## src/kls_pkg.sv

```systemverilog
// Shared types, codes and keyword tables of the keyword line spam classifier.
`timescale 1ns / 1ps

package kls_pkg;

    // Byte, line length and verdict widths
    localparam int BYTE_W    = 8;
    localparam int LEN_W     = 8;
    localparam int VERDICT_W = 2;

    // Configuration port
    localparam int APB_ADDR_W = 3;
    localparam int APB_DATA_W = 32;
    localparam logic REG_MAX_LINE_LENGTH = 1'b0;   // register index, paddr[2]
    localparam logic [LEN_W-1:0] MAX_LINE_LENGTH_RESET = 8'd76;
    localparam logic [LEN_W-1:0] LEN_SATURATED = 8'hFF;

    // Control characters
    localparam logic [BYTE_W-1:0] CHAR_CR = 8'd13;
    localparam logic [BYTE_W-1:0] CHAR_LF = 8'd10;

    // Verdict codes
    localparam logic [VERDICT_W-1:0] VERDICT_INBOX     = 2'd0;
    localparam logic [VERDICT_W-1:0] VERDICT_LONG_LINE = 2'd1;
    localparam logic [VERDICT_W-1:0] VERDICT_MULTI_KW  = 2'd2;
    localparam logic [VERDICT_W-1:0] VERDICT_TWO_LINES = 2'd3;

    // Keyword table: text stored first character first
    localparam int TABLE_SLOTS = 12;
    localparam int KW_MAX      = 8;

    typedef logic [BYTE_W-1:0] t_kw_row [KW_MAX];

    localparam t_kw_row KW_TEXT [TABLE_SLOTS] = '{
        '{"g", "r", "a", "t", "u", "i", "t", 8'h00},
        '{"a", "t", "e", "n", "c", 8'h00, 8'h00, 8'h00},
        '{"u", "r", "g", "e", "n", "t", "e", 8'h00},
        '{"i", "m", "e", "d", "i", "a", "t", 8'h00},
        '{"z", "o", "o", "m", "b", "i", "e", 8'h00},
        '{"o", "f", "e", "r", "t", "a", 8'h00, 8'h00},
        '{"d", "i", "n", "h", "e", "i", "r", "o"},
        '{"r", "e", "n", "d", "a", 8'h00, 8'h00, 8'h00},
        '{"f", "u", "n", "d", "o", 8'h00, 8'h00, 8'h00},
        '{"l", "i", "m", "i", "t", "a", "d", 8'h00},
        '{"a", "j", "u", "d", 8'h00, 8'h00, 8'h00, 8'h00},
        '{"S", "O", "S", 8'h00, 8'h00, 8'h00, 8'h00, 8'h00}
    };

    localparam int KW_LEN [TABLE_SLOTS] = '{7, 5, 7, 7, 7, 6, 8, 5, 5, 7, 4, 3};

    // Outcome of closing a line
    typedef struct packed {
        logic [VERDICT_W-1:0] reason;
        logic                 earlier_hit;
    } t_close;

endpackage

```

## src/kls_matcher.sv

```systemverilog
// Parallel keyword comparators over the current byte and the line history.
`timescale 1ns / 1ps

module kls_matcher #(
    parameter int NUM_KEYWORDS  = 12,
    parameter int HISTORY_BYTES = 7
) (
    input  logic [kls_pkg::BYTE_W-1:0] i_byte,
    input  logic [kls_pkg::BYTE_W-1:0] i_history [HISTORY_BYTES],
    output logic [NUM_KEYWORDS-1:0]    o_hits
);

    // One comparator row per keyword; newest history byte sits at index 0
    for (genvar k = 0; k < NUM_KEYWORDS; k++) begin : g_kw
        if (k < kls_pkg::TABLE_SLOTS) begin : g_slot
            localparam int L = kls_pkg::KW_LEN[k];
            if (L > 0 && L <= kls_pkg::KW_MAX && L <= HISTORY_BYTES + 1) begin : g_fit
                logic [L-1:0] eq;
                // last keyword character against the incoming byte
                assign eq[0] = (i_byte == kls_pkg::KW_TEXT[k][L-1]);
                // earlier characters against the history, newest first
                for (genvar j = 1; j < L; j++) begin : g_cmp
                    assign eq[j] = (i_history[j-1] == kls_pkg::KW_TEXT[k][L-1-j]);
                end
                assign o_hits[k] = &eq;
            end else begin : g_nofit
                assign o_hits[k] = 1'b0;
            end
        end else begin : g_empty
            assign o_hits[k] = 1'b0;
        end
    end

endmodule

```

## src/kls_line_close.sv

```systemverilog
// Verdict update applied when a line closes.
`timescale 1ns / 1ps

module kls_line_close #(
    parameter int NUM_KEYWORDS = 12
) (
    input  logic [NUM_KEYWORDS-1:0]       i_found,
    input  logic [kls_pkg::LEN_W-1:0]     i_line_length,
    input  logic [kls_pkg::LEN_W-1:0]     i_max_line_length,
    input  logic                          i_earlier_hit,
    input  logic [kls_pkg::VERDICT_W-1:0] i_reason,
    output kls_pkg::t_close               o_close
);

    logic any_kw;
    logic multi_kw;

    // Two or more distinct keywords: clearing the lowest set bit leaves one
    assign any_kw   = |i_found;
    assign multi_kw = |(i_found & (i_found - {{(NUM_KEYWORDS-1){1'b0}}, 1'b1}));

    // Latch the first reason that applies; hold once a verdict is set
    always_comb begin
        o_close.reason      = i_reason;
        o_close.earlier_hit = i_earlier_hit;
        if (i_reason == kls_pkg::VERDICT_INBOX) begin
            if (i_line_length > i_max_line_length) begin
                o_close.reason = kls_pkg::VERDICT_LONG_LINE;
            end else if (multi_kw) begin
                o_close.reason = kls_pkg::VERDICT_MULTI_KW;
            end else if (any_kw && i_earlier_hit) begin
                o_close.reason = kls_pkg::VERDICT_TWO_LINES;
            end else if (any_kw) begin
                o_close.earlier_hit = 1'b1;
            end
        end
    end

endmodule

```

## src/keyword_line_spam_classifier.sv

```systemverilog
// Top level of the keyword line spam classifier.
`timescale 1ns / 1ps

// Usage:
//   Input channel (i_in_valid / o_in_ready) carries one message byte per
//   request in i_char_byte; a request with i_end_of_message high ends the
//   message and its byte is ignored. Carriage returns are dropped, a line feed
//   closes the current line.
//   Output channel (o_out_valid / i_out_ready) carries one o_verdict per
//   message: 0 inbox, 1 line too long, 2 two keywords in one line,
//   3 keywords in two lines.
//   The APB-style port holds max_line_length at byte address 0; write it
//   only while no message is in flight.
//   The verdict is registered and valid in the cycle after the end-of-message
//   request is accepted. Throughput: one byte per cycle; the keyword
//   comparators feed the line state registers, and the line close decision
//   sits between the line state registers and the verdict register.
//   If the receiver stalls, the verdict is held in its register and byte
//   requests are still taken; only the next end-of-message request waits.
//   Reset clears all line and message state, drops any pending verdict and
//   sets max_line_length to 76. After each verdict the message state clears
//   but the register keeps its value.
module keyword_line_spam_classifier #(
    parameter int NUM_KEYWORDS  = 12,
    parameter int HISTORY_BYTES = 7
) (
    input  logic                              i_clk,
    input  logic                              i_rst_n,
    // input channel
    input  logic                              i_in_valid,
    output logic                              o_in_ready,
    input  logic [kls_pkg::BYTE_W-1:0]        i_char_byte,
    input  logic                              i_end_of_message,
    // output channel
    output logic                              o_out_valid,
    input  logic                              i_out_ready,
    output logic [kls_pkg::VERDICT_W-1:0]     o_verdict,
    // configuration port
    input  logic                              psel,
    input  logic                              penable,
    input  logic                              pwrite,
    input  logic [kls_pkg::APB_ADDR_W-1:0]    paddr,
    input  logic [kls_pkg::APB_DATA_W-1:0]    pwdata,
    output logic [kls_pkg::APB_DATA_W-1:0]    prdata,
    output logic                              pready
);

    // Line and message state
    logic [kls_pkg::BYTE_W-1:0]    r_hist [HISTORY_BYTES];
    logic [kls_pkg::BYTE_W-1:0]    n_hist [HISTORY_BYTES];
    logic [NUM_KEYWORDS-1:0]       r_found, n_found;
    logic [kls_pkg::LEN_W-1:0]     r_len, n_len;
    logic                          r_pending, n_pending;
    logic                          r_earlier, n_earlier;
    logic [kls_pkg::VERDICT_W-1:0] r_reason, n_reason;
    // Verdict register
    logic                          r_out_valid, n_out_valid;
    logic [kls_pkg::VERDICT_W-1:0] r_verdict, n_verdict;
    // Configuration
    logic [kls_pkg::LEN_W-1:0]     r_max_len;

    logic                  in_accept;
    logic                  cfg_write;
    logic [NUM_KEYWORDS-1:0] hits;
    kls_pkg::t_close       close_res;

    // Byte requests never touch the verdict register; only end of message waits for it
    assign o_in_ready  = !r_out_valid || i_out_ready || !i_end_of_message;
    assign in_accept   = i_in_valid && o_in_ready;
    assign o_out_valid = r_out_valid;
    assign o_verdict   = r_verdict;

    // Configuration register access
    assign pready    = 1'b1;
    assign cfg_write = psel && penable && pwrite && (paddr[2] == kls_pkg::REG_MAX_LINE_LENGTH);
    assign prdata    = (paddr[2] == kls_pkg::REG_MAX_LINE_LENGTH)
                     ? {{(kls_pkg::APB_DATA_W-kls_pkg::LEN_W){1'b0}}, r_max_len}
                     : '0;

    always_ff @(posedge i_clk) begin
        if (!i_rst_n) begin
            r_max_len <= kls_pkg::MAX_LINE_LENGTH_RESET;
        end else if (cfg_write) begin
            r_max_len <= pwdata[kls_pkg::LEN_W-1:0];
        end
    end

    // Keyword comparators
    kls_matcher #(
        .NUM_KEYWORDS  (NUM_KEYWORDS),
        .HISTORY_BYTES (HISTORY_BYTES)
    ) u_matcher (
        .i_byte    (i_char_byte),
        .i_history (r_hist),
        .o_hits    (hits)
    );

    // Line close decision
    kls_line_close #(
        .NUM_KEYWORDS (NUM_KEYWORDS)
    ) u_line_close (
        .i_found           (r_found),
        .i_line_length     (r_len),
        .i_max_line_length (r_max_len),
        .i_earlier_hit     (r_earlier),
        .i_reason          (r_reason),
        .o_close           (close_res)
    );

    // Next state for one request
    always_comb begin
        n_hist      = r_hist;
        n_found     = r_found;
        n_len       = r_len;
        n_pending   = r_pending;
        n_earlier   = r_earlier;
        n_reason    = r_reason;
        n_out_valid = r_out_valid && !i_out_ready;
        n_verdict   = r_verdict;
        if (in_accept) begin
            if (i_end_of_message) begin
                // close a pending line, emit the verdict, clear the message
                n_verdict   = r_pending ? close_res.reason : r_reason;
                n_out_valid = 1'b1;
                n_hist      = '{default: '0};
                n_found     = '0;
                n_len       = '0;
                n_pending   = 1'b0;
                n_earlier   = 1'b0;
                n_reason    = kls_pkg::VERDICT_INBOX;
            end else if (i_char_byte == kls_pkg::CHAR_CR) begin
                // drop carriage returns
                n_pending = r_pending;
            end else if (i_char_byte == kls_pkg::CHAR_LF) begin
                // close the line and clear its state
                n_reason  = close_res.reason;
                n_earlier = close_res.earlier_hit;
                n_hist    = '{default: '0};
                n_found   = '0;
                n_len     = '0;
                n_pending = 1'b0;
            end else begin
                // take an ordinary byte: record hits, advance history and length
                n_found = r_found | hits;
                n_hist[0] = i_char_byte;
                for (int i = 1; i < HISTORY_BYTES; i++) begin
                    n_hist[i] = r_hist[i-1];
                end
                n_len     = (r_len == kls_pkg::LEN_SATURATED) ? r_len
                          : r_len + {{(kls_pkg::LEN_W-1){1'b0}}, 1'b1};
                n_pending = 1'b1;
            end
        end
    end

    always_ff @(posedge i_clk) begin
        if (!i_rst_n) begin
            r_hist      <= '{default: '0};
            r_found     <= '0;
            r_len       <= '0;
            r_pending   <= 1'b0;
            r_earlier   <= 1'b0;
            r_reason    <= kls_pkg::VERDICT_INBOX;
            r_out_valid <= 1'b0;
        end else begin
            r_hist      <= n_hist;
            r_found     <= n_found;
            r_len       <= n_len;
            r_pending   <= n_pending;
            r_earlier   <= n_earlier;
            r_reason    <= n_reason;
            r_out_valid <= n_out_valid;
        end
    end

    // Verdict payload needs no reset
    always_ff @(posedge i_clk) begin
        r_verdict <= n_verdict;
    end

endmodule

```

## config.mk

```make
export PLATFORM = sky130hd
export DESIGN_NAME = keyword_line_spam_classifier
export DESIGN_NICKNAME = d
export VERILOG_FILES = /design/src/kls_pkg.sv /design/src/kls_matcher.sv /design/src/kls_line_close.sv /design/src/keyword_line_spam_classifier.sv
export SDC_FILE = /design/constraint.sdc
export NUM_CORES = 1
export LEC_CHECK = 0
export BUFFER_PORTS_ARGS = -buffer_cell sky130_fd_sc_hd__buf_4
export CORE_MARGIN = 4
export CORE_UTILIZATION = 45
export CTS_CLUSTER_DIAMETER = 120
export DETAILED_ROUTE_END_ITERATION = 10
export GPL_TIMING_DRIVEN = 1
export PLACE_DENSITY = 0.7
export SYNTH_ARGS = -nofsm -noshare
export SYNTH_HDL_FRONTEND = slang
export SYNTH_SLANG_ARGS = --single-unit
```

## constraint.sdc

```tcl
create_clock -name i_clk -period 4.9 [get_ports i_clk]
set_input_delay 0.245 -clock i_clk [delete_from_list [all_inputs] [get_ports i_clk]]
set_output_delay 0.245 -clock i_clk [all_outputs]
set_load 0.03 [all_outputs]
```

Yosys cells after proc, flatten, opt, wreduce, memory -nomap -nowiden
Cells that the tools add are included.
- output and inout port bits: 37
- register bits after elaboration: 91
- logic and storage cells: 144
- mux-type cells: 31
- add/sub/neg operators: 2
- reductions and logical operators: 34
- bitwise operators: 3
- eq/ne operators: 58
- $lt $le $gt $ge: 1
- operators by type and width (cell ; number):
    $eq 8x7->1 const B ; 50
    $mux 56 ; 3
    $mux 8 ; 5
    $mux 12 ; 3
    $reduce_and 7->1 ; 5
    $reduce_or 12->1 ; 2
    $eq 8x4->1 const B ; 2
    $reduce_and 8->1 ; 2
    $reduce_and 5->1 ; 3
    $mux 2 ; 7
    $and 12x12->12 ; 1
    $mux 1 ; 12
    $or 12x12->12 ; 1
    $sub 12x1->12 const B ; 1
    $reduce_and 3->1 ; 3
    $add 8x1->8 const B ; 1
    $eq 8x8->1 const B ; 1
    $gt 8x8->1 ; 1
    $ne 2x2->1 const B ; 4
    $logic_and 1x1->1 ; 6
    $reduce_and 6->1 ; 1
    $reduce_bool 2->1 ; 3
    $reduce_and 2->1 ; 2
    $reduce_and 4->1 ; 1
    6 further kinds ; 9

Longest topological paths before layout
- depth in word-level cells: 9
- mapped depth: 7
- gate-level depth less buffers: 7

Cells and area by module
From an unflattened synthesis, not the netlist that was laid out.
- cells, all modules: 614
- area total of the unflattened synthesis: 5066.1 µm²
- modules (own cells, without submodules) (module ; times used ; area an instance (µm²) ; sequential area each (µm²) ; cells each):
    keyword_line_spam_classifier ; 1 ; 3882.5 ; 1841.8 ; 450
    kls_matcher ; 1 ; 772.0 ; 0.0 ; 108
    kls_line_close ; 1 ; 411.6 ; 0.0 ; 56

Worst setup path after synthesis
Ideal clock, no wire load.
- kind: register to register
- from: register r_found[5]
- to: register r_verdict (netlist bit o_verdict[1]) (data pin)
- setup time: 0.260 ns
- setup slack: 2.913 ns
- arrival time: 1.726 ns
- buffers on the path: 0
- stages on the path, launching flop included: 6
- cells stage by stage: dfxtp_1 > or4_4 > or4_4 > o41ai_2 > o211a_1 > o41ai_1
- word-level cells in the longest chain between the ends: 7
- RTL lines (what ; line ; source):
    start, declared ; keyword_line_spam_classifier.sv:51 ; logic [NUM_KEYWORDS-1:0] r_found, n_found;
    start signal, assigned ; keyword_line_spam_classifier.sv:167 ; r_found <= n_found;
    $sub 12x1->12 / $reduce_or 12->1 (equally long branches) ; kls_line_close.sv:20, kls_line_close.sv:19 ;
    $and 12x12->12 / $logic_and 1x1->1 (equally long branches) ; kls_line_close.sv:20, kls_line_close.sv:31 ;
    $reduce_or 12->1 / $mux 2 (equally long branches) ; kls_line_close.sv:20, kls_line_close.sv:31 ;
    $mux 2 * ; kls_line_close.sv:29 ; end else if (multi_kw) begin
    $mux 2 * ; kls_line_close.sv:27 ; if (i_line_length > i_max_line_length) begin
    $mux 3 * ; kls_line_close.sv:26 ; if (i_reason == kls_pkg::VERDICT_INBOX) begin
    $mux 2 * ; keyword_line_spam_classifier.sv:123 ; n_verdict = r_pending ? close_res.reason : r_reason;
    end signal, assigned ; keyword_line_spam_classifier.sv:178 ; r_verdict <= n_verdict;
    end, declared ; keyword_line_spam_classifier.sv:58 ; logic [kls_pkg::VERDICT_W-1:0] r_verdict, n_verdict;
Every way passes the cells marked *; elsewhere a longest branch is shown, timed or not. The select of a mux whose other input is x is not followed.
A chain may end at the register's enable or synchronous reset.

Worst setup path after layout
- from: register r_out_valid, in the netlist o_out_valid
- to: register r_found[4]
- word-level cells in the longest chain between the ends: 5
- RTL lines (what ; line ; source):
    start, declared ; keyword_line_spam_classifier.sv:57 ; logic r_out_valid, n_out_valid;
    start signal, assigned ; keyword_line_spam_classifier.sv:172 ; r_out_valid <= n_out_valid;
    $logic_not 1->1 ; keyword_line_spam_classifier.sv:68 ; assign o_in_ready = !r_out_valid || i_out_ready || !i_end_of_message;
    $logic_or 1x1->1 (2 in series) ; keyword_line_spam_classifier.sv:68 ;
    $logic_and 1x1->1 ; keyword_line_spam_classifier.sv:69 ; assign in_accept = i_in_valid && o_in_ready;
    $reduce_and 2->1 (no source line) ; n/a ;
No other way between the ends.

==> reports/metrics.yaml <==
timing:
  skew_ps: 13.5
  hold_violations: 0
  setup_viol: 0
  setup_tns_ps: 0
  setup_ws_ps: 2520
  fmax_mhz: 420
  slew_headroom_pct: 18.3
  hold_ws_ps: 91.0
  period_minus_slack_ps: 2380
  rsz0062_at_grt: "no"
  slew_violations: 0
  worst_pin_slew_ps: 1230
  fin_crit_sh_pct: 48.6
grt:
  grt_pass1_wl_um: 20000
  overflow: 0
  grtUsageMet1_pct: 26.3
  grt_util_met3_pct: 4.74
  grt_util_met2_pct: 30.7
  antenna_found_initial: 0
  grt_most_used_layer: "met2"
  grt_max_degree: 72
  grt_pass1_vias: 4004
  grt_use_total_pct: 19.3
floorplan:
  die_x_um: 112
  die_height_um: 112
  rows: 37
  die-area_um2: 12600
  coreArea_um2: 10500
  io_pins: 88
  initial_core_util_pct: 46.7
critical_path:
  endpoint_kind: "flip-flop"
  r2r_slack_ps: 2520
  slowest_stage: "o311a_2"
  worst-path-buf-inv: 0
  cp_max_fo: 64
  path_cells: "nand3b_1 -> o311a_2 -> and3_1 -> nand4_1 -> o21ai_1"
  worstSetupPathType: "reg2reg"
  reg2reg_depth: 5
  slowest_delay_ps: 1070
  crit_family: "compound AO/OA/AOI/OAI gates"
  rr_startpoint: "o_out_valid$_SDFF_PN0_"
  worstReg2RegEnd: "r_found[4]$_SDFFE_PN0P_"
  arrival_ps: 2670
  start_kind: "flip-flop"
  required_ps: 5190
yosys:
  synth_edf_count: 2
  ys_ff_latch: 91
  syn-mean-instance-area_um2: 8.29
  ys_seq_area_share_pct: 37.7
  synth_area_um2: 4880
  synthArstFlopShare_pct: 0
  ys.flop_type: "dfxtp_1"
  synth_top_cell_area_share_pct: 36.5
  ys_top_cells_by_area: "dfxtp_1 (36%), a21boi_1 (8.5%), nand2_1 (7.0%)"
  ys_warn_count: 0
  yosysUniqueCellTypes: 66
  netlist_instances: 589
  yosysTopAreaCell: "dfxtp_1"
power_and_ir_drop:
  p_comb_share_pct: 10.5
  internal_power_mw: 0.974
  pwr-share-seq_pct: 56.7
  pwr-share-clk_pct: 32.8
  power.leakage_nw: 1.82
  p_switching_mw: 0.361
  swShare_pct: 27.0
  ir_worst_vdd_mv: 0.207
  power_density_nw_per_um2: 253
drt:
  vias: 4310
  drt-initial-drc-count: 367
  via_per_inst: 5.76
  drt-wirelength-per-cell_um: 16.2
  wirelength_um: 12200
  remaining_drc_errors: 0
  ant_nets: 0
  dr.pass1.iters: 5
placement:
  gp_congestion: 0.921
  hpwlAfterDp_um: 8640
  pre_cts_ws_ps: 2280
  placed_area_um2: 5120
  io_buffers: 36
worst_hold_path:
  holdPathEnd: "r_max_len[6]$_SDFFE_PN1P_"
  hold_class: "in2reg"
  hold_path_depth: 3
  worstHoldStart: "pwdata[6]"
cts:
  cts_resized: 0
  post_cts_buffers: 0
  clk_latency_ps: 370
  cts_max_level: 3
  cts_root_buf: "clkbuf_8"
  clock_path_buffers: 2
  cts.sinks: 91
  clk_pin_slew_ps: 90
  cts_made_buffers: 9
  postCtsHoldBufs: 0
  tritoncts: "built"
finish:
  drive_gt1_share_pct: 10.1
  diodes: 0
  layout_common_cells: "nand2_1 (91), dfxtp_1 (89), nand3_1 (56), a21boi_1 (55)"
  synthToLayoutAreaGrowth_pct: 8.07
  fillCellCount: 1033
  layout_commonest_cell: "nand2_1"
  final_nets: 668
  final_area_um2: 5280
status:
  status: "finished clean"
flow_run:
  maxCapViolations: 0
[final cells by class]
type	instances	area, um^2	share of cell area, %
Sequential cell	91	1840	34.9
Tap cell	136	170	3.22
Clock inverter	2	13.8	0.261
Clock buffer	13	139	2.63
Timing Repair Buffer	40	300	5.69
Inverter	12	45.0	0.853
Multi-Input combinational cell	454	2770	52.4
[metrics by stage]
stage / instances / util, % / power (mW)
finish: 748 / 50.4 / 1.33
global route: 748 / 50.4 / 1.39
CTS: 748 / 50.4 / 1.34
detailed placement: 733 / 49.0 / 0.913
global placement: 733 / 49.0 / 0.911
floorplan: 612 / - / 0.886
[flip-flops by register name, summed over array words and instances, names as in the netlist]
name         count
o_verdict        2
r_reason         2
o_out_valid      1
r_found         12
r_hist          56
r_earlier        1
r_len            8
r_max_len        8
r_pending        1
[power groups by stage]
| stage | Sequential (mW) | Combinational [mW] | Clock, mW |
|---|---|---|---|
| CTS | 0.757 | 0.140 | 0.449 |
| floorplan | 0.773 | 0.113 | 0 |
| global route | 0.758 | 0.152 | 0.477 |
| detailed placement | 0.774 | 0.139 | 0 |
| global placement | 0.774 | 0.137 | 0 |
| finish | 0.757 | 0.140 | 0.438 |
[cell usage after synthesis, drive strengths merged, types with 5 or more instances]
| cell | n |
|---|---|
| or4 | 6 |
| ha | 9 |
| nor2b | 16 |
| nand4b | 6 |
| clkbuf | 19 |
| nor3 | 10 |
| a41oi | 5 |
| a21oi | 8 |
| a31oi | 5 |
| dfxtp | 89 |
| inv | 12 |
| nand3b | 10 |
| nor4 | 14 |
| nor4b | 5 |
| nand3 | 56 |
| o21ai | 6 |
| buf | 36 |
| nor2 | 40 |
| nand2 | 91 |
| a21boi | 60 |
| nand4 | 16 |
| nor4bb | 7 |
[per-layer routing]
| metal | vias up | part of all wire [%] |
|---|---|---|
| li1 | 2111 | - |
| met1 | 2027 | 46 |
| met2 | 144 | 47 |
| met3 | 28 | 5.7 |
| met4 | 0 | 1.9 |
| met5 | - | 0 |
[worst max-delay path by stage]
stage                       startpoint                       to  slack [ps]  depth (start not counted)
2_1_floorplan  r_found[5]$_SDFFE_PN0P_   o_verdict[1]$_DFFE_PP_        2910                          5
3_3_place_gp            i_char_byte[4]  r_hist[48]$_SDFFE_PN0P_        2310                          6
3_5_place_dp            i_char_byte[4]  r_hist[13]$_SDFFE_PN0P_        2280                          6
4_1_cts         o_out_valid$_SDFF_PN0_  r_found[4]$_SDFFE_PN0P_        2550                          5
5_1_grt         o_out_valid$_SDFF_PN0_  r_found[4]$_SDFFE_PN0P_        2340                          5
6_report        o_out_valid$_SDFF_PN0_  r_found[4]$_SDFFE_PN0P_        2520                          5
[worst min-delay path, cell delays in order]
cell and delay [ps]:
buf_4 70, nand2_1 40, o211ai_1 70
[kinds of logic (layout without fill, tap and decap cells)]
group	Yosys count	in the layout	share of synthesized area, %
and+or+nand+nor	302	302	32.8
AOI/OAI and AO/OA	109	109	17.7
DFF	91	91	37.7
buffers and inverters	67	67	7.64
adders and majority gates	11	11	2.72
xor gates and xnor gates	6	6	1.08
other	2	25	0.154
muxes	1	1	0.205
Note: power is estimated with default switching activity, not from simulation.
